`src/rtl/core/kdips_pkg.sv`:
```
// ----------------------------------------------------------------------------
// Key debounce package
// Types, constants and register indexes shared by the key debounce block.
// ----------------------------------------------------------------------------
package kdips_pkg;

    localparam int NUM_KEYS_DEF = 4;
    localparam int OUT_KEYS     = 4;

    localparam int PRESS_W      = 16;
    localparam int RELEASE_W    = 8;
    localparam int SEC_W        = 16;
    localparam int CFG_DATA_W   = 16;
    localparam int CFG_INDEX_W  = 2;

    localparam logic [PRESS_W-1:0]   PRESS_MAX   = 16'hFFFF;
    localparam logic [RELEASE_W-1:0] RELEASE_MAX = 8'hFF;

    localparam logic [RELEASE_W-1:0] CONFIRM_RESET = 8'd160;
    localparam logic [SEC_W-1:0]     PSAVE_RESET   = 16'd60;
    localparam logic [SEC_W-1:0]     ILIMIT_RESET  = 16'd300;

    typedef enum logic [CFG_INDEX_W-1:0] {
        CFG_CONFIRM_TICKS  = 2'd0,
        CFG_POWER_SAVE_SEC = 2'd1,
        CFG_IDLE_LIMIT_SEC = 2'd2
    } t_cfg_index;

    typedef struct packed {
        logic [OUT_KEYS-1:0] key_levels;
        logic                second_tick;
    } t_in_item;

    typedef struct packed {
        logic [OUT_KEYS-1:0] keys_pressed;
        logic [OUT_KEYS-1:0] keys_released;
        logic [OUT_KEYS-1:0] release_events;
        logic [PRESS_W-1:0]  hold_count_0;
        logic [PRESS_W-1:0]  hold_count_1;
        logic [PRESS_W-1:0]  hold_count_2;
        logic [PRESS_W-1:0]  hold_count_3;
        logic                idle_limit_event;
        logic                power_save;
        logic [SEC_W-1:0]    backlight_idle_seconds;
    } t_out_item;

    typedef struct packed {
        logic               pressed;
        logic               released;
        logic               rel_pulse;
        logic [PRESS_W-1:0] hold;
    } t_lane_out;

    typedef struct packed {
        logic             idle_event;
        logic             power_save;
        logic [SEC_W-1:0] lcd_seconds;
    } t_idle_out;

endpackage

```
`src/rtl/core/kdips_stream_if.sv`:
```
// ----------------------------------------------------------------------------
// Key debounce stream interface
// Valid/ready channel carrying one payload per transaction.
// ----------------------------------------------------------------------------
interface kdips_stream_if #(
    parameter type t_payload = logic
);
    logic     valid;
    logic     ready;
    t_payload payload;

    modport source (output valid, output payload, input ready);
    modport sink   (input valid, input payload, output ready);
endinterface

```
`src/rtl/core/kdips_lane.sv`:
```
// ----------------------------------------------------------------------------
// Key debounce lane
// Press and release counters, flags and hold capture for one key.
// ----------------------------------------------------------------------------
module kdips_lane (
    input  logic                               i_clk,
    input  logic                               i_rst_n,
    input  logic                               i_accept,
    input  logic                               i_down,
    input  logic [kdips_pkg::RELEASE_W-1:0]    i_confirm,
    output kdips_pkg::t_lane_out               o_lane
);
    logic [kdips_pkg::PRESS_W-1:0]   r_press, n_press;
    logic [kdips_pkg::RELEASE_W-1:0] r_rel, n_rel;
    logic                            r_pressed, n_pressed;
    logic                            r_released, n_released;
    logic [kdips_pkg::PRESS_W-1:0]   r_hold, n_hold;
    logic                            w_pulse;

    always_comb begin
        n_press    = r_press;
        n_rel      = r_rel;
        n_pressed  = r_pressed;
        n_released = r_released;
        n_hold     = r_hold;
        w_pulse    = 1'b0;
        if (i_down) begin
            if (r_press != kdips_pkg::PRESS_MAX) begin
                n_press = r_press + 16'd1;
            end
        end else begin
            if (r_rel != kdips_pkg::RELEASE_MAX) begin
                n_rel = r_rel + 8'd1;
            end
            if (n_rel > i_confirm) begin
                if (r_pressed) begin
                    n_pressed  = 1'b0;
                    n_released = 1'b1;
                    n_hold     = r_press;
                    w_pulse    = 1'b1;
                end else begin
                    n_released = 1'b0;
                end
                n_press = '0;
            end
        end
        if (n_press > {8'd0, i_confirm}) begin
            if (!n_pressed) begin
                n_rel     = '0;
                n_pressed = 1'b1;
            end
        end else begin
            n_pressed = 1'b0;
        end
    end

    always_ff @(posedge i_clk) begin
        if (!i_rst_n) begin
            r_press    <= '0;
            r_rel      <= '0;
            r_pressed  <= 1'b0;
            r_released <= 1'b0;
            r_hold     <= '0;
        end else if (i_accept) begin
            r_press    <= n_press;
            r_rel      <= n_rel;
            r_pressed  <= n_pressed;
            r_released <= n_released;
            r_hold     <= n_hold;
        end
    end

    assign o_lane.pressed   = n_pressed;
    assign o_lane.released  = n_released;
    assign o_lane.rel_pulse = w_pulse;
    assign o_lane.hold      = n_hold;
endmodule

```
`src/rtl/core/kdips_idle.sv`:
```
// ----------------------------------------------------------------------------
// Key debounce idle timer
// Idle second counters, power save mode and the idle limit pulse.
// ----------------------------------------------------------------------------
module kdips_idle (
    input  logic                           i_clk,
    input  logic                           i_rst_n,
    input  logic                           i_accept,
    input  logic                           i_any_down,
    input  logic                           i_second_tick,
    input  logic [kdips_pkg::SEC_W-1:0]    i_psave,
    input  logic [kdips_pkg::SEC_W-1:0]    i_ilimit,
    output kdips_pkg::t_idle_out           o_idle
);
    logic [kdips_pkg::SEC_W-1:0] r_idle, n_idle;
    logic [kdips_pkg::SEC_W-1:0] r_lcd, n_lcd;
    logic                        r_save, n_save;
    logic                        w_event;

    always_comb begin
        n_idle  = r_idle;
        n_lcd   = r_lcd;
        n_save  = r_save;
        w_event = 1'b0;
        if (i_any_down) begin
            n_idle = '0;
            n_lcd  = '0;
            n_save = 1'b0;
        end else if (i_second_tick) begin
            n_idle = r_idle + 16'd1;
            if (r_save) begin
                n_lcd = r_lcd + 16'd1;
            end
            if (n_idle > i_psave) begin
                n_save = 1'b1;
            end
            if (n_idle > i_ilimit) begin
                w_event = 1'b1;
                n_idle  = '0;
            end
        end
    end

    always_ff @(posedge i_clk) begin
        if (!i_rst_n) begin
            r_idle <= '0;
            r_lcd  <= '0;
            r_save <= 1'b0;
        end else if (i_accept) begin
            r_idle <= n_idle;
            r_lcd  <= n_lcd;
            r_save <= n_save;
        end
    end

    assign o_idle.idle_event  = w_event;
    assign o_idle.power_save  = n_save;
    assign o_idle.lcd_seconds = n_lcd;
endmodule

```
`src/rtl/core/kdips_merge.sv`:
```
// ----------------------------------------------------------------------------
// Key debounce merge stage
// Packs lane and idle timer results and holds them in a two-entry buffer.
// ----------------------------------------------------------------------------
module kdips_merge #(
    parameter int NUM_KEYS = kdips_pkg::NUM_KEYS_DEF
) (
    input  logic                 i_clk,
    input  logic                 i_rst_n,
    input  logic                 i_push,
    input  kdips_pkg::t_lane_out i_lanes [NUM_KEYS],
    input  kdips_pkg::t_idle_out i_idle,
    output logic                 o_ready,
    kdips_stream_if.source       o_out
);
    logic [kdips_pkg::OUT_KEYS-1:0] w_pressed;
    logic [kdips_pkg::OUT_KEYS-1:0] w_released;
    logic [kdips_pkg::OUT_KEYS-1:0] w_pulse;
    logic [kdips_pkg::PRESS_W-1:0]  w_hold [kdips_pkg::OUT_KEYS];
    kdips_pkg::t_out_item           w_item;

    kdips_pkg::t_out_item r_d0, n_d0;
    kdips_pkg::t_out_item r_d1, n_d1;
    logic                 r_v0, n_v0;
    logic                 r_v1, n_v1;
    logic                 w_pop;

    for (genvar k = 0; k < kdips_pkg::OUT_KEYS; k++) begin : g_pack
        if (k < NUM_KEYS) begin : g_lane
            assign w_pressed[k]  = i_lanes[k].pressed;
            assign w_released[k] = i_lanes[k].released;
            assign w_pulse[k]    = i_lanes[k].rel_pulse;
            assign w_hold[k]     = i_lanes[k].hold;
        end else begin : g_none
            assign w_pressed[k]  = 1'b0;
            assign w_released[k] = 1'b0;
            assign w_pulse[k]    = 1'b0;
            assign w_hold[k]     = '0;
        end
    end

    always_comb begin
        w_item.keys_pressed           = w_pressed;
        w_item.keys_released          = w_released;
        w_item.release_events         = w_pulse;
        w_item.hold_count_0           = w_hold[0];
        w_item.hold_count_1           = w_hold[1];
        w_item.hold_count_2           = w_hold[2];
        w_item.hold_count_3           = w_hold[3];
        w_item.idle_limit_event       = i_idle.idle_event;
        w_item.power_save             = i_idle.power_save;
        w_item.backlight_idle_seconds = i_idle.lcd_seconds;
    end

    assign w_pop = r_v0 && o_out.ready;

    always_comb begin
        n_v0 = w_pop ? r_v1 : r_v0;
        n_d0 = w_pop ? r_d1 : r_d0;
        n_v1 = w_pop ? 1'b0 : r_v1;
        n_d1 = r_d1;
        if (i_push) begin
            if (!n_v0) begin
                n_v0 = 1'b1;
                n_d0 = w_item;
            end else begin
                n_v1 = 1'b1;
                n_d1 = w_item;
            end
        end
    end

    always_ff @(posedge i_clk) begin
        if (!i_rst_n) begin
            r_v0 <= 1'b0;
            r_v1 <= 1'b0;
        end else begin
            r_v0 <= n_v0;
            r_v1 <= n_v1;
        end
    end

    always_ff @(posedge i_clk) begin
        r_d0 <= n_d0;
        r_d1 <= n_d1;
    end

    assign o_ready       = !r_v1;
    assign o_out.valid   = r_v0;
    assign o_out.payload = r_d0;
endmodule

```
`src/rtl/core/key_debounce_idle_power_save.sv`:
```
// ----------------------------------------------------------------------------
// Key debounce with idle power save
// Debounces the keys of each sample and runs the idle second timer.
//
// Channel  Dir  Payload                         Transaction
// i_in     in   key_levels, second_tick         valid && ready
// o_out    out  key flags, hold counts, idle    valid && ready
// i_cfg_*  in   index, data                     write enable high
//
// One sample per cycle: all key lanes and the idle timer update in the
// accept cycle, and the result enters the two-entry output buffer.
// Synchronous reset clears all counters and flags; there is no clearing pass.
// The input stalls only when both output buffer entries are held.
// ----------------------------------------------------------------------------
module key_debounce_idle_power_save #(
    parameter int NUM_KEYS = kdips_pkg::NUM_KEYS_DEF
) (
    input  logic                                i_clk,
    input  logic                                i_rst_n,
    kdips_stream_if.sink                        i_in,
    kdips_stream_if.source                      o_out,
    input  logic                                i_cfg_we,
    input  logic [kdips_pkg::CFG_INDEX_W-1:0]   i_cfg_index,
    input  logic [kdips_pkg::CFG_DATA_W-1:0]    i_cfg_data
);
    logic [kdips_pkg::RELEASE_W-1:0] r_confirm;
    logic [kdips_pkg::SEC_W-1:0]     r_psave;
    logic [kdips_pkg::SEC_W-1:0]     r_ilimit;

    logic                           w_accept;
    logic                           w_ready;
    logic [kdips_pkg::OUT_KEYS-1:0] w_levels;
    logic [kdips_pkg::OUT_KEYS-1:0] w_mask;
    logic                           w_any_down;
    kdips_pkg::t_lane_out           w_lanes [NUM_KEYS];
    kdips_pkg::t_idle_out           w_idle;

    always_ff @(posedge i_clk) begin
        if (!i_rst_n) begin
            r_confirm <= kdips_pkg::CONFIRM_RESET;
            r_psave   <= kdips_pkg::PSAVE_RESET;
            r_ilimit  <= kdips_pkg::ILIMIT_RESET;
        end else if (i_cfg_we) begin
            unique case (i_cfg_index)
                kdips_pkg::CFG_CONFIRM_TICKS:  r_confirm <= i_cfg_data[7:0];
                kdips_pkg::CFG_POWER_SAVE_SEC: r_psave   <= i_cfg_data;
                kdips_pkg::CFG_IDLE_LIMIT_SEC: r_ilimit  <= i_cfg_data;
                default: ;
            endcase
        end
    end

    assign i_in.ready = w_ready;
    assign w_accept   = i_in.valid && w_ready;
    assign w_levels   = i_in.payload.key_levels;

    for (genvar k = 0; k < kdips_pkg::OUT_KEYS; k++) begin : g_mask
        assign w_mask[k] = (k < NUM_KEYS);
    end
    assign w_any_down = |(w_levels & w_mask);

    for (genvar k = 0; k < NUM_KEYS; k++) begin : g_lanes
        logic w_down;
        if (k < kdips_pkg::OUT_KEYS) begin : g_in
            assign w_down = w_levels[k];
        end else begin : g_up
            assign w_down = 1'b0;
        end
        kdips_lane u_lane (
            .i_clk     (i_clk),
            .i_rst_n   (i_rst_n),
            .i_accept  (w_accept),
            .i_down    (w_down),
            .i_confirm (r_confirm),
            .o_lane    (w_lanes[k])
        );
    end

    kdips_idle u_idle (
        .i_clk         (i_clk),
        .i_rst_n       (i_rst_n),
        .i_accept      (w_accept),
        .i_any_down    (w_any_down),
        .i_second_tick (i_in.payload.second_tick),
        .i_psave       (r_psave),
        .i_ilimit      (r_ilimit),
        .o_idle        (w_idle)
    );

    kdips_merge #(
        .NUM_KEYS (NUM_KEYS)
    ) u_merge (
        .i_clk   (i_clk),
        .i_rst_n (i_rst_n),
        .i_push  (w_accept),
        .i_lanes (w_lanes),
        .i_idle  (w_idle),
        .o_ready (w_ready),
        .o_out   (o_out)
    );
endmodule

```
`src/flat_wrapper.sv`:
```
// flat-port wrapper written by rule: the top's interface ports become plain ports
module key_debounce_idle_power_save_flat 
#(
    parameter int NUM_KEYS = kdips_pkg::NUM_KEYS_DEF
)
  (i_clk, i_rst_n, i_cfg_we, i_cfg_index, i_cfg_data, i_in_valid, i_in_payload, i_in_ready, o_out_valid, o_out_payload, o_out_ready);
  kdips_stream_if #(.t_payload(kdips_pkg::t_in_item)) i_in_i ();
  kdips_stream_if #(.t_payload(kdips_pkg::t_out_item)) o_out_i ();
  input  logic i_clk;
  input  logic i_rst_n;
  input  logic i_cfg_we;
  input  logic [kdips_pkg::CFG_INDEX_W-1:0] i_cfg_index;
  input  logic [kdips_pkg::CFG_DATA_W-1:0] i_cfg_data;
  input wire logic [$bits(i_in_i.valid)-1:0] i_in_valid;
  input wire logic [$bits(i_in_i.payload)-1:0] i_in_payload;
  output wire logic [$bits(i_in_i.ready)-1:0] i_in_ready;
  output wire logic [$bits(o_out_i.valid)-1:0] o_out_valid;
  output wire logic [$bits(o_out_i.payload)-1:0] o_out_payload;
  input wire logic [$bits(o_out_i.ready)-1:0] o_out_ready;
  assign i_in_i.valid = i_in_valid;
  assign i_in_i.payload = i_in_payload;
  assign i_in_ready = i_in_i.ready;
  assign o_out_valid = o_out_i.valid;
  assign o_out_payload = o_out_i.payload;
  assign o_out_i.ready = o_out_ready;
  key_debounce_idle_power_save #(.NUM_KEYS(NUM_KEYS)) u_core (.i_clk(i_clk), .i_rst_n(i_rst_n), .i_in(i_in_i), .o_out(o_out_i), .i_cfg_we(i_cfg_we), .i_cfg_index(i_cfg_index), .i_cfg_data(i_cfg_data));
endmodule
```
`config.mk`:
```
export PLATFORM = sky130hd
export DESIGN_NAME = key_debounce_idle_power_save_flat
export DESIGN_NICKNAME = d
export VERILOG_FILES = /design/src/rtl/core/kdips_pkg.sv /design/src/rtl/core/kdips_stream_if.sv /design/src/rtl/core/kdips_lane.sv /design/src/rtl/core/kdips_idle.sv /design/src/rtl/core/kdips_merge.sv /design/src/rtl/core/key_debounce_idle_power_save.sv /design/src/flat_wrapper.sv
export SDC_FILE = /design/constraint.sdc
export NUM_CORES = 1
export LEC_CHECK = 0
export BUFFER_PORTS_ARGS = -buffer_cell sky130_fd_sc_hd__buf_2
export CORE_UTILIZATION = 65
export DETAILED_ROUTE_END_ITERATION = 6
export PLACE_DENSITY = 0.95
export SYNTH_ARGS = -nofsm -noshare
export SYNTH_HDL_FRONTEND = slang
export SYNTH_HIERARCHICAL = 1
export SYNTH_SLANG_ARGS = --single-unit
```
`constraint.sdc`:
```
create_clock -name i_clk -period 13.4 [get_ports i_clk]
set_input_delay 1.34 -clock i_clk [delete_from_list [all_inputs] [get_ports i_clk]]
set_output_delay 1.34 -clock i_clk [all_outputs]
set_load 0.1 [all_outputs]
```
Word level (Yosys, flattened, before mapping)

Index checks and enable logic that the tools add are counted.
W data, S select, Z words.

Shifts and indexed selects: 0
Multipliers: 0
Bitwise logic cells: 0
Multiplexer cells: 96
$lt $le $gt $ge: 10
Equal/unequal tests: 10
Div/mod/pow operators: 0
$add $sub $neg: 10
Reduce and logical (&&, ||, !) cells: 11

Operator list:

| operator                | number |
|---|---|
| $mux W16                | 30 |
| $mux W94                | 3 |
| $mux W8                 | 20 |
| $add A16 B1 Y16 const B | 6 |
| $gt A16 B8 Y1           | 4 |
| $ne A16 B16 Y1 const B  | 4 |
| $mux W1                 | 43 |
| $add A8 B1 Y8 const B   | 4 |
| $gt A16 B16 Y1          | 2 |
| $gt A8 B8 Y1            | 4 |
| $ne A8 B8 Y1 const B    | 4 |
| $reduce_and A2 Y1       | 5 |
| $reduce_or A4 Y1        | 1 |
| $eq A2 B1 Y1 const B    | 1 |
| $eq A2 B2 Y1 const B    | 1 |
| $logic_and A1 B1 Y1     | 2 |
| $logic_not A2 Y1        | 1 |
| $reduce_bool A2 Y1      | 1 |
| $logic_not A1 Y1        | 1 |

Memory bits (read-only): 0
Memories: 0
Memory bits (writable): 0
Register bits after elaboration: 431
Latch bits: 0

Logic depth before layout (Yosys ltp)

Gate-level depths: netlist of the first run.

Depth after elaboration: 10
Gate-level depth with buffers: 25
Mapped depth without buffers: 21

By module

Netlist of the first run, hierarchy kept.

By module, submodules not included:

| module                                     | times used | sequential area each (sq um) | cells an instance | area an instance (sq um) |
|---|---|---|---|---|
| kdips_merge                                | 1          | 4744.6                       | 409               | 7131.8 |
| kdips_lane at u_core.g_lanes[1].u_lane ... | 2          | 840.8                        | 341               | 2901.5 |
| kdips_lane at u_core.g_lanes[3].u_lane     | 1          | 840.8                        | 367               | 3078.0 |
| kdips_lane at u_core.g_lanes[0].u_lane     | 1          | 840.8                        | 362               | 2976.6 |
| kdips_idle                                 | 1          | 660.6                        | 366               | 2837.7 |
| key_debounce_idle_power_save               | 1          | 800.8                        | 158               | 1585.3 |

Least setup slack after synthesis of the first run

OpenSTA, ideal clock, no wires.

Kind: register -> register
From: register u_core/g_lanes[0].u_lane/r_rel[0] in the netlist's numbering
To: register u_core.u_merge.r_d0, in the netlist u_core/u_merge/o_out.payload[90]
Slack: 8537 ps
Required time: 13279 ps
Library setup time: 121 ps
Cell stages (with the launch flop): 26
Arrival: 4743 ps
Buffers on the path: 4
Cells stage by stage: dfxtp_1 > ha_1 > and3_1 > clkbuf_1 > nand3_1 > or2_2 > clkbuf_1 > nand2_1 > nand2_1 > ha_1 > nor2b_1 > o211ai_1 > a211oi_1 > o21a_1 > buf_2 > nor2_1 > mux2_2 > ha_1 > a21oi_1 > nand2_1 > a211oi_1 > a21oi_1 > a211oi_1 > nand3_1 > buf_4 > mux2_2

RTL lines:

| what                     | RTL line          | text |
|---|---|---|
| start: declaration       | kdips_lane.sv:14  | `logic [kdips_pkg::RELEASE_W-1:0] r_rel, n_rel;` |
| start signal: assignment | kdips_lane.sv:66  | `r_rel <= n_rel;` |
| end signal: assignment   | kdips_merge.sv:84 | `r_d0 <= n_d0;` |
| end: declaration         | kdips_merge.sv:22 | `kdips_pkg::t_out_item r_d0, n_d0;` |

Worst setup path in the final report of the first run

From: register u_core/g_lanes[0].u_lane/r_rel[0] in the netlist's numbering
To: register u_core/g_lanes[0].u_lane/r_rel[2] in the netlist's numbering

Word-level cells in the longest chain between the ends: 8

Ends and longest elaborated chain:

| what                                                 | RTL line                           | text |
|---|---|---|
| $add A8 B1 Y8 / $ne A8 B8 Y1 (equally long branches) | kdips_lane.sv:33, kdips_lane.sv:32 |  |
| $mux W8 *                                            | kdips_lane.sv:32                   | `if (r_rel != kdips_pkg::RELEASE_MAX) begin` |
| $mux W8 *                                            | kdips_lane.sv:27                   | `if (i_down) begin` |
| $gt A8 B8 Y1 *                                       | kdips_lane.sv:35                   | `if (n_rel > i_confirm) begin` |
| $mux W16 *                                           | kdips_lane.sv:35                   |  |
| $mux W16 *                                           | kdips_lane.sv:27                   |  |
| via u_core.g_lanes[0].u_lane.n_press, one bit        | kdips_lane.sv:13                   | `logic [kdips_pkg::PRESS_W-1:0] r_press, n_press;` |
| $gt A16 B8 Y1 *                                      | kdips_lane.sv:47                   | `if (n_press > {8'd0, i_confirm}) begin` |
| $mux W8 *                                            | kdips_lane.sv:47                   |  |

Mark *: on every way through the listed nets, which the timed path passes. The rest lies on a longest branch. The select of a mux whose other input is x is not followed.
A chain may end at the register's enable or synchronous reset.

==> results.md, run 1 <==
- Slew Limit Fails: 0
- Slowest stage delay, CP: 0.49 ns
- Worst VDD drop: 0.163 mV
- Clock skew: 0.0231 ns
- Seq cells post-synth: 431
- Ranking of synthesized cells by area: dfxtp_1 29%, edfxtp_1 12%, mux2_2 9.8%
- Longest Clk Path Bufs: 3
- Slew HR: 28.9%
- Maxcap violations: 0
- Post-Synth Adder-Cell Area: 5.66%
- Vias: 18.5k
- Post-Syn Instances: 2344
- Req. time, crit path: 13.85 ns
- Flop pwr share: 42.3%
- Total negative slack: 0 ns
- Area growth, synth to finish: 9.10%
- Largest net degree at the start of global routing: 114
- Ant diodes: 0
- Final ANT Viol Nets: 0
- Switching share of power: 31.1%
- Initial antenna violation count: 0
- Syn_area_per_cell: 9.99 µm²
- Area of the multi-input gates: 12800 µm²
- Core area: 35500 µm²
- Design Area, Final: 25500 µm²
- Filler cells: 2391
- # DRC: 0
- Storage element area: 9570 µm²
- Max Clk Rate: 179 MHz
- Syn Nets: 2478
- Final nets: 2520
- H-tree lvl count: 2
- Sink Count: 431
- Crit path DAT: 6.04 ns
- Fin crit share: 41.7%
- GP Congestion: 0.912
- Final Hold Viols: 0
- GRT overflow: 0
- Post-synthesis sequential area ratio: 40.9%
- First-pass GRT wire length: 90100 µm
- Worst-path clk slew: 0.06 ns
- Cell taking the most area after synthesis: dfxtp_1
- CTS Hold Bufs: 0
- Worst Tran Pin Value: 1.06 ns
- Drt first pass iters: 5
- TritonCTS Buffers: 44
- WL final: 56300 µm
- Overall Global Routing Usage: 30.1%
- Area post-placement: 24000 µm²
- Setup Fix Bufs, Post-CTS: 0
- Synthesis Warnings: 6
- Combinational share of power: 19.9%
- Crit-path cells: ha_1 -> and3_1 -> nand3_1 -> or2_2 -> nand2_1 -> nand2_1 -> ha_1 -> nor2b_1 -> o211ai_1 -> a211oi_1 -> o21ai_1 -> nand3_1 -> o21ai_0 -> ha_1 -> a21oi_1 -> a31oi_1 -> a211oi_1 -> a21oi_1 -> a211oi_1 -> a31oi_2 -> nor4_2
- Drt wl/cell: 19.5 µm
- Min Tclk post-route: 5.59 ns
- Dpl hpwl: 36600 µm
- CTS tree: yes
- RSZ-0062 raised after global routing: no
- Reg2Reg Setup Slack: 7.81 ns
- CTS root buf: clkbuf_16
- HP Class: flip-flop to flip-flop
- Post-Synth XOR/XNOR Area: 1.91%
- Detailed Route Iter0 Violations: 1717
- Layout cells sized above 1: 23.4%
- Clock Latency Late Sink: 0.56 ns
- Area share of the largest cell type after synthesis: 28.8%
- Int Power: 2.38 mW
- Row count: 69
- Chip height: 192 µm
- Unique masters post-synth: 96
- Main combinational cell family by area after synthesis: simple AND/OR/NAND/NOR gates
- Clock power share: 37.9%
- Vias per cell: 6.40
- IO Count: 124
- Simple-gate portion of the synthesized area: 17.6%
- Die area: 36800 µm²
- Status: completed
- Starting Density: 66.0%
- CP Capture Type: flip-flop
- Gates resized, CTS repair: 0
- Final setup fails: 0
- Net switching power: 1.08 mW
- Number of synthesized flops with an enable pin: 94
- Crit Path Category: flip-flop to flip-flop
- Cell Pwr Density: 135 nW/µm²
- Async S/R FF share, synth: 0%
- Critical path's slowest cell: a211oi_1
- Worst Path Max Fanout: 10
- Most used DFF post-synth: dfxtp_1
- Most frequent cell after synthesis: dfxtp_1
- Vias in the first global route: 18.3k
- Port buffer count: 123
- Die Wd: 192 µm
- Compound-Gate Fraction of Synth Area: 14.2%
- Crit path buf inv count: 0
- Proportion of synthesized area in mux cells: 15.2%
- Critical path launch point type: flip-flop
- Cell area after synthesis: 23400 µm²
- Static Leak: 11.2 nW
- Cell family with most CP delay: compound AO/OA/AOI/OAI gates
- Top cell types by occurrence after synthesis: 337 x dfxtp_1, 203 x mux2_2, 187 x nand2_1, 140 x nor2_1, 106 x ha_1
cell usage in the layout, fill, tap and decap left out, types with 62 or more instances in the layout:
cell,instances
a21oi_1,82
buf_2,122
dfxtp_1,337
edfxtp_1,94
ha_1,106
inv_1,93
mux2_2,203
nand2_1,187
nand3_1,69
nor2_1,140
o211a_1,62
o21ai_0,88
or2_2,67
final timing paths:
check,from,endpoint,cells after the start
min reg2reg,u_core/r_ilimit[7],u_core/r_ilimit[7],2
max reg2reg,u_core/g_lanes[0].u_lane/r_rel[0],u_core/g_lanes[0].u_lane/r_rel[2],21
max,u_core/g_lanes[0].u_lane/r_rel[0],u_core/g_lanes[0].u_lane/r_rel[2],21
min,u_core/r_ilimit[7],u_core/r_ilimit[7],2
logic make-up (layout without fill, tap and decap cells):
kind of cell | after synthesis | after routing
flip-flops | 431 | 431
AND/OR/NAND/NOR | 755 | 755
XOR/XNOR | 51 | 51
multiplexers | 319 | 319
buffers and inverters | 235 | 313
adder cells (fa/ha/maj) | 106 | 106
AO/OA/AOI/OAI | 447 | 447
power by group through the flow:
stage	clock network, mW	logic [mW]	registers [mW]
2_1_floorplan	0	0.274	1.77
3_3_place_gp	0	0.657	1.48
3_5_place_dp	0	0.677	1.49
5_1_grt	1.38	0.721	1.47
6_report	1.31	0.687	1.46
4_1_cts	1.33	0.684	1.46
routing by layer:
layer | share of wire, % | GRT usage (%) | wire length [µm] | up-vias
met3 | 5.9 | 4.77 | 3320 | 167
met1 | 41 | 35.9 | 23000 | 8907
met4 | 3.4 | 12.7 | 1930 | 0
met2 | 50 | 53.2 | 28000 | 752
li1 | - | - | - | 8625
met5 | 0 | 0 | 0 | -
area by class of cell:
type                       count  area share (%)
clock buffer                  57            4.82
sequential                   431            37.5
multi-input combinational   1678            50.0
inverter                      96            1.41
clock inverter                25            1.26
tap                          461            2.26
timing repair buffer         135            2.79
stage by stage:
stage,hold WS [ns],setup slack (ns),total power [mW],utilization (%),std cells
floorplan,0.435,8.54,2.04,-,2344
global placement,0.443,8.24,2.14,67.6,2801
detailed placement,0.448,8.00,2.17,67.6,2801
CTS,0.458,7.97,3.47,72.0,2883
global route,0.477,7.52,3.57,72.0,2883
finish,0.462,7.81,3.46,72.0,2883
state kept, by name, summed over array words and instances, names as in the netlist, 4 cells and up:
name / cells
u_core/g_lanes.u_lane/r_rel: 32
u_core/r_confirm: 8
u_core/g_lanes.u_lane/r_pressed: 4
u_core/u_idle/r_lcd: 16
u_core/u_merge/o_out.payload: 94
u_core/r_psave: 16
u_core/g_lanes.u_lane/r_hold: 64
u_core/r_ilimit: 16
u_core/u_idle/r_idle: 16
u_core/u_merge/r_d1: 94
u_core/g_lanes.u_lane/r_press: 64
u_core/g_lanes.u_lane/r_released: 4
worst reg2reg max path, stage by stage, from the launching register on:
cell      delay (ns)
dfxtp_1         0.41
ha_1            0.25
and3_1          0.31
nand3_1         0.20
or2_2           0.40
nand2_1         0.09
nand2_1         0.06
ha_1            0.28
nor2b_1         0.13
o211ai_1        0.09
a211oi_1        0.49
o21ai_1         0.43
nand3_1         0.20
o21ai_0         0.13
ha_1            0.35
a21oi_1         0.16
a31oi_1         0.10
a211oi_1        0.23
a21oi_1         0.09
a211oi_1        0.44
a31oi_2         0.34
nor4_2          0.32
Note: power is estimated with default switching activity, not from simulation.
==> inputs of run 2 (changes only) <==
--- a/config.mk
+++ b/config.mk
@@ -5,10 +5,11 @@
 export SDC_FILE = /design/constraint.sdc
 export NUM_CORES = 1
 export LEC_CHECK = 0
+export ABC_AREA = 1
 export BUFFER_PORTS_ARGS = -buffer_cell sky130_fd_sc_hd__buf_2
-export CORE_UTILIZATION = 65
+export CORE_UTILIZATION = 56
 export DETAILED_ROUTE_END_ITERATION = 6
-export PLACE_DENSITY = 0.95
+export PLACE_DENSITY = 0.89
 export SYNTH_ARGS = -nofsm -noshare
 export SYNTH_HDL_FRONTEND = slang
 export SYNTH_HIERARCHICAL = 1
==> constraint.sdc (replaced) <==
create_clock -name i_clk -period 4.5 [get_ports i_clk]
set_input_delay 0.45 -clock i_clk [delete_from_list [all_inputs] [get_ports i_clk]]
set_output_delay 0.45 -clock i_clk [all_outputs]
set_load 0.1 [all_outputs]
==> run 2 against run 1 <==
Against the previous run:
- first-iteration DRC count grew 12%
- largest cell class unchanged
- clock skew decreased by 0.0048 ns
- sequential share of layout area down 2.2 points
- count of clock-buffer cells in the layout grew 7
- largest power group unchanged
==> results.md, run 2 <==
- CTS tree: yes
- Status: completed
- Flop pwr share: 42.8%
- Initial antenna violation count: 3
- Fin crit share: 92.9%
- Critical path launch point type: flip-flop
- # DRC: 0
- Most common cell on crit path: nand2_1
- Vias per cell: 5.44
- Clock power share: 36.8%
- Async S/R FF share, synth: 0%
- Most used DFF post-synth: dfxtp_1
- Final nets: 3725
- Combinational share of power: 20.4%
- Layout cells sized above 1: 12.7%
- Core area: 43500 µm²
- Number of synthesized flops with an enable pin: 94
- Chip height: 213 µm
- Clock Latency Late Sink: 0.59 ns
- IO Count: 124
- Drt first pass iters: 6
- Post-Syn Instances: 3569
- Sink Count: 431
- Final Power: 10.3 mW
- Cell family with most CP delay: simple AND/OR/NAND/NOR gates
- Slew Limit Fails: 0
- Largest net degree at the start of global routing: 95
- Worst Path Max Fanout: 8
- GRT overflow: 0
- Detailed Route Iter0 Violations: 1928
- CTS root buf: clkbuf_16
- First-pass GRT wire length: 100000 µm
- Dpl ws: 0.224 ns
- Commonest non-fill, non-tap cell in the layout: nand2_1
- Port buffer count: 123
- Longest Clk Path Bufs: 3
- Cell area after synthesis: 24900 µm²
- Clock skew: 0.0183 ns
- H-tree lvl count: 2
- Post-synthesis sequential area ratio: 38.4%
- Min Tclk post-route: 4.18 ns
- Worst-path clk slew: 0.06 ns
- Dpl hpwl: 39100 µm
- Fin worst setup slack: 0.321 ns
- Critical path's slowest cell: dfxtp_2
- Net switching power: 3.45 mW
- HP Class: primary input to flip-flop
- Area share of the largest cell type after synthesis: 27.1%
- Starting Density: 57.3%
- Area growth, synth to finish: 9.21%
- Slowest stage delay, CP: 0.39 ns
- Most frequent cells in the layout: 969 x nand2_1, 514 x inv_1, 331 x dfxtp_1, 295 x nand3_1, 244 x a21oi_1
- Die area: 45300 µm²
- Worst Tran Pin Value: 1.30 ns
- Cell taking the most area after synthesis: dfxtp_1
- Final Hold Viols: 0
- Int Power: 6.85 mW
- Crit path buf inv count: 4
- Most frequent cell after synthesis: nand2_1
- WL final: 61000 µm
- Final setup fails: 0
- Vias in the first global route: 21.0k
- Unique masters post-synth: 44
- Overall Global Routing Usage: 26.9%
- Slew HR: 13.6%
- Vias: 22.9k
- Crit Path Category: flip-flop to flip-flop
- Maxcap violations: 0
- Static Leak: 13.5 nW
- Syn Nets: 3703
- Total negative slack: 0 ns
- CP Capture Type: flip-flop
- Syn_area_per_cell: 6.97 µm²
- Ranking of synthesized cells by area: dfxtp_1 27%, nand2_1 15%, edfxtp_1 11%
- Row count: 76
- Worst VDD drop: 0.265 mV
- GP Congestion: 0.921
- TritonCTS Buffers: 46
- Util after Layout: 62.5%
- Final ANT Viol Nets: 0
- Seq cells post-synth: 431
- Top cell types by occurrence after synthesis: 972 x nand2_1, 518 x inv_1, 337 x dfxtp_1, 296 x nand3_1, 245 x a21oi_1
- Die Wd: 213 µm
- Drt wl/cell: 14.5 µm
- Cell Pwr Density: 379 nW/µm²
- Switching share of power: 33.5%
- Crit path DAT: 4.67 ns
- Synthesis Warnings: 6
- Req. time, crit path: 4.99 ns
- Max Clk Rate: 239 MHz
## run 2: changes by cell type after synthesis, moves of 59 or more
cell,previous run,this run
nand2_1,187,972
inv_1,93,518
nand3_1,69,296
mux2_2,203,0
a21oi_1,82,245
o21ai_0,88,231
or2_2,67,1
nand2_2,3,67
o211a_1,62,0
mux2i_1,59,0
## run 2: path summary, 6_finish.rpt
kind,startpoint,to,slack [ns],cells past startpoint
worst max-delay path,u_core/g_lanes[1].u_lane/r_rel[0],u_core/g_lanes[1].u_lane/r_rel[4],0.32,29
worst min register to register,u_core/u_idle/r_idle[14],u_core/u_idle/r_idle[14],0.47,2
worst max register to register,u_core/g_lanes[1].u_lane/r_rel[0],u_core/g_lanes[1].u_lane/r_rel[4],0.32,29
worst min-delay path,i_cfg_data[8],u_core/r_ilimit[8],0.1,3
## run 2: tightest hold or removal path: stages
cell	delay (ns)
buf_2	0.09
nand2_1	0.05
nand3_1	0.06
## run 2: stage by stage
step / hold WS (ns) / area (µm²) / cells
2_1_floorplan: 0.442 / 24900 / 3569
3_3_place_gp: 0.453 / 25600 / 4125
3_5_place_dp: 0.459 / 25600 / 4125
4_1_cts: 0.0801 / 27100 / 4211
5_1_grt: 0.0853 / 27200 / 4215
6_report: 0.0975 / 27200 / 4216
## run 2: power groups by stage
stage	Combinational [mW]	Clock (mW)	Sequential, mW
5_1_grt	2.29	4.01	4.44
4_1_cts	2.08	3.85	4.41
2_1_floorplan	1.01	0	5.15
3_5_place_dp	2.07	0	4.49
6_report	2.10	3.79	4.41
3_3_place_gp	2.03	0	4.48
## run 2: logic make-up (layout without fill, tap and decap cells)
family / after synthesis / after routing / synth area share, %
buffers and inverters: 721 / 781 / 11.8
XOR/XNOR: 23 / 23 / 0.840
AO/OA/AOI/OAI: 597 / 597 / 13.0
adder cells (fa/ha/maj): 106 / 106 / 5.33
flip-flops: 431 / 431 / 38.4
AND/OR/NAND/NOR: 1691 / 1691 / 30.6
other: 0 / 2 / 0
## run 2: area by class of cell
type                            count  area, µm²
Timing Repair Buffer              148        821
Clock inverter                     22        198
Clock buffer                       64       1310
Antenna cell                        2       5.00
Sequential cell                   431       9580
Multi-Input combinational cell   2417      12500
Tap cell                          585        732
Fill cell                        3745      16300
Inverter                          547       2060
## run 2: timing repair
item	4_1_cts	5_1_grt
setup buffers	0	3
hold endpoints to repair	0	0
gates resized for setup	0	25
hold buffers	0	0
setup endpoints to repair	0	42
## run 2: routing by layer
metal | share of wire [%] | vias to the layer above | GRT usage [%] | wire length, µm
met2 | 47 | 849 | 45.1 | 28500
met5 | 0.018 | - | 0 | 11
met3 | 7.5 | 127 | 4.46 | 4580
li1 | - | 11500 | - | -
met1 | 43 | 10500 | 34.9 | 26200
met4 | 2.6 | 2 | 9.10 | 1600
==> inputs of run 3 (changes only) <==
--- a/config.mk
+++ b/config.mk
@@ -7,7 +7,9 @@
 export LEC_CHECK = 0
 export ABC_AREA = 1
 export BUFFER_PORTS_ARGS = -buffer_cell sky130_fd_sc_hd__buf_2
-export CORE_UTILIZATION = 56
+export CELL_PAD_IN_SITES_DETAIL_PLACEMENT = 1
+export CELL_PAD_IN_SITES_GLOBAL_PLACEMENT = 1
+export CORE_UTILIZATION = 41
 export DETAILED_ROUTE_END_ITERATION = 6
 export PLACE_DENSITY = 0.89
 export SYNTH_ARGS = -nofsm -noshare
==> run 3 against run 2 <==
Against the previous run:
- highest routed layer unchanged
- critical path type unchanged
- via count increased by 2.3%
- die area increased by 36%
- utilization decreased by 16 points
- critical endpoint is now u_core/g_lanes[1].u_lane/r_rel[0]
- routed wire length increased by 26%
- clock power increased by 4%
- global-route usage decreased by 2.3 points
- flip-flop and latch count unchanged
- count of clock-buffer cells in the layout increased by 1
- setup slack got worse by 0.15 ns
==> results.md, run 3 (synthesized netlist as in run 2, its figures left out) <==
- Status: completed
- Final nets: 3741
- Ant diodes: 0
- Port buffer count: 123
- Final ANT Viol Nets: 0
- Worst r2r dst: u_core/g_lanes[1].u_lane/r_rel[0]
- Worst hold stages: 3
- TritonCTS Buffers: 48
- CTS tree: yes
- Reg2reg path depth: 29
- Vias in the first global route: 23.7k
- H-tree lvl count: 2
- CTS root buf: clkbuf_16
- Sink Count: 431
- Area of the multi-input gates: 12500 µm²
- WL final: 76700 µm
- Total negative slack: 0 ns
- Max Clk Rate: 231 MHz
- Row count: 89
- Starting Density: 41.9%
- Worst VDD drop: 0.259 mV
- Worst Hold Launch: i_cfg_data[8]
- Vias per cell: 5.31
- Cell Pwr Density: 383 nW/µm²
- GRT overflow: 0
- Static Leak: 13.7 nW
- IO Count: 124
- Vias: 23.4k
- Detailed Route Iter0 Violations: 1210
- Final setup fails: 0
- GP Congestion: 0.885
- Worst Tran Pin Value: 1.07 ns
- Clock skew: 0.0380 ns
- Critical path launch point type: flip-flop
- Commonest non-fill, non-tap cell in the layout: nand2_1
- Filler cells: 7702
- Min Tclk post-route: 4.33 ns
- Worst R2R Start: u_core/g_lanes[1].u_lane/r_rel[1]
- Crit Path Category: flip-flop to flip-flop
- Dpl hpwl: 50400 µm
- Slowest stage delay, CP: 0.37 ns
- Slew HR: 28.4%
- Hold WS: 0.107 ns
- Req. time, crit path: 4.99 ns
- Clock Latency Late Sink: 0.60 ns
- Most frequent cells in the layout: 966 x nand2_1, 513 x inv_1, 329 x dfxtp_1, 295 x nand3_1, 244 x a21oi_1
- Worst-path clk slew: 0.06 ns
- Crit path DAT: 4.82 ns
- Slew Limit Fails: 0
- Chip height: 248 µm
- Worst Hold End: u_core/r_ilimit[8]
- Initial antenna violation count: 1
- First-pass GRT wire length: 122000 µm
- Area growth, synth to finish: 11.1%
- Critical path's slowest cell: dfxtp_2
- Fin crit share: 96.2%
- # DRC: 0
- Maxcap violations: 0
- Drt first pass iters: 6
- Worst Path Max Fanout: 8
- Longest Clk Path Bufs: 3
- HP Class: primary input to flip-flop
- CP Capture Type: flip-flop
- Die area: 61700 µm²
- Overall Global Routing Usage: 24.6%
- Die Wd: 248 µm
- Largest net degree at the start of global routing: 85
- Final Hold Viols: 0
- Reg2Reg Setup Slack: 0.17 ns
- Layout cells sized above 1: 13.1%
- Core area: 59500 µm²
- Drt wl/cell: 17.4 µm
- Storage element area: 9590 µm²
[run 3: metrics by stage]
step	setup slack, ns	util (%)	total power [mW]	std cells	instance area [µm²]
floorplan	0.567	-	6.16	3569	24900
CTS	0.0342	46.1	10.6	4408	27400
detailed placement	-0.00644	43.5	6.65	4320	25900
global route	-0.128	46.5	11.0	4418	27700
finish	0.169	46.5	10.6	4418	27700
global placement	0.309	43.5	6.58	4320	25900
[run 3: repair_timing]
action	in CTS	in global routing
endpoints found under the setup margin	9	44
pin swaps	0	5
resized for setup	2	44
setup buffers	0	10
hold buffers	0	0
[run 3: where the power goes]
| group | leakage [nW] | switching (mW) | internal [mW] |
|---|---|---|---|
| logic | 9.25 | 1.71 | 0.476 |
| registers | 3.66 | 0.225 | 4.21 |
| clock network | 0.760 | 1.65 | 2.31 |
[run 3: worst max path at each step]
stage	endpoint	slack (ns)	cells past startpoint	start
2_1_floorplan	u_core/u_merge/r_d1[0]	0.57	4	u_core/u_merge/o_out.valid
3_3_place_gp	u_core/g_lanes[0].u_lane/r_rel[1]	0.31	33	u_core/g_lanes[0].u_lane/r_rel[0]
3_5_place_dp	u_core/g_lanes[0].u_lane/r_rel[1]	-0.006	33	u_core/g_lanes[0].u_lane/r_rel[0]
4_1_cts	u_core/g_lanes[0].u_lane/r_rel[1]	0.03	31	u_core/g_lanes[0].u_lane/r_rel[0]
5_1_grt	u_core/g_lanes[1].u_lane/r_rel[4]	-0.13	30	u_core/g_lanes[1].u_lane/r_rel[1]
6_report	u_core/g_lanes[1].u_lane/r_rel[0]	0.17	29	u_core/g_lanes[1].u_lane/r_rel[1]
[run 3: layout make-up]
type                       count  area share, %
clock buffer                  65           4.84
clock inverter                23          0.787
inverter                     547           7.48
multi-input combinational   2417           45.3
sequential                   431           34.7
tap                          773           3.50
timing repair buffer         162           3.44
[run 3: layer usage]
metal | up-vias | track usage (%) | wire (µm)
met4 | 2 | 8.72 | 2240
met3 | 139 | 3.93 | 4340
met2 | 523 | 42.7 | 36800
met5 | - | 0 | 8
li1 | 11500 | - | -
met1 | 11300 | 30.6 | 33300
[run 3: critical path, delay by kind of cell, from the launching register on]
kind                     cells  cell delay, ns
AND/OR/NAND/NOR             17            2.15
adder cells (fa/ha/maj)      3            0.73
AO/OA/AOI/OAI                5            0.66
flip-flops                   1            0.37
buffers and inverters        4            0.30
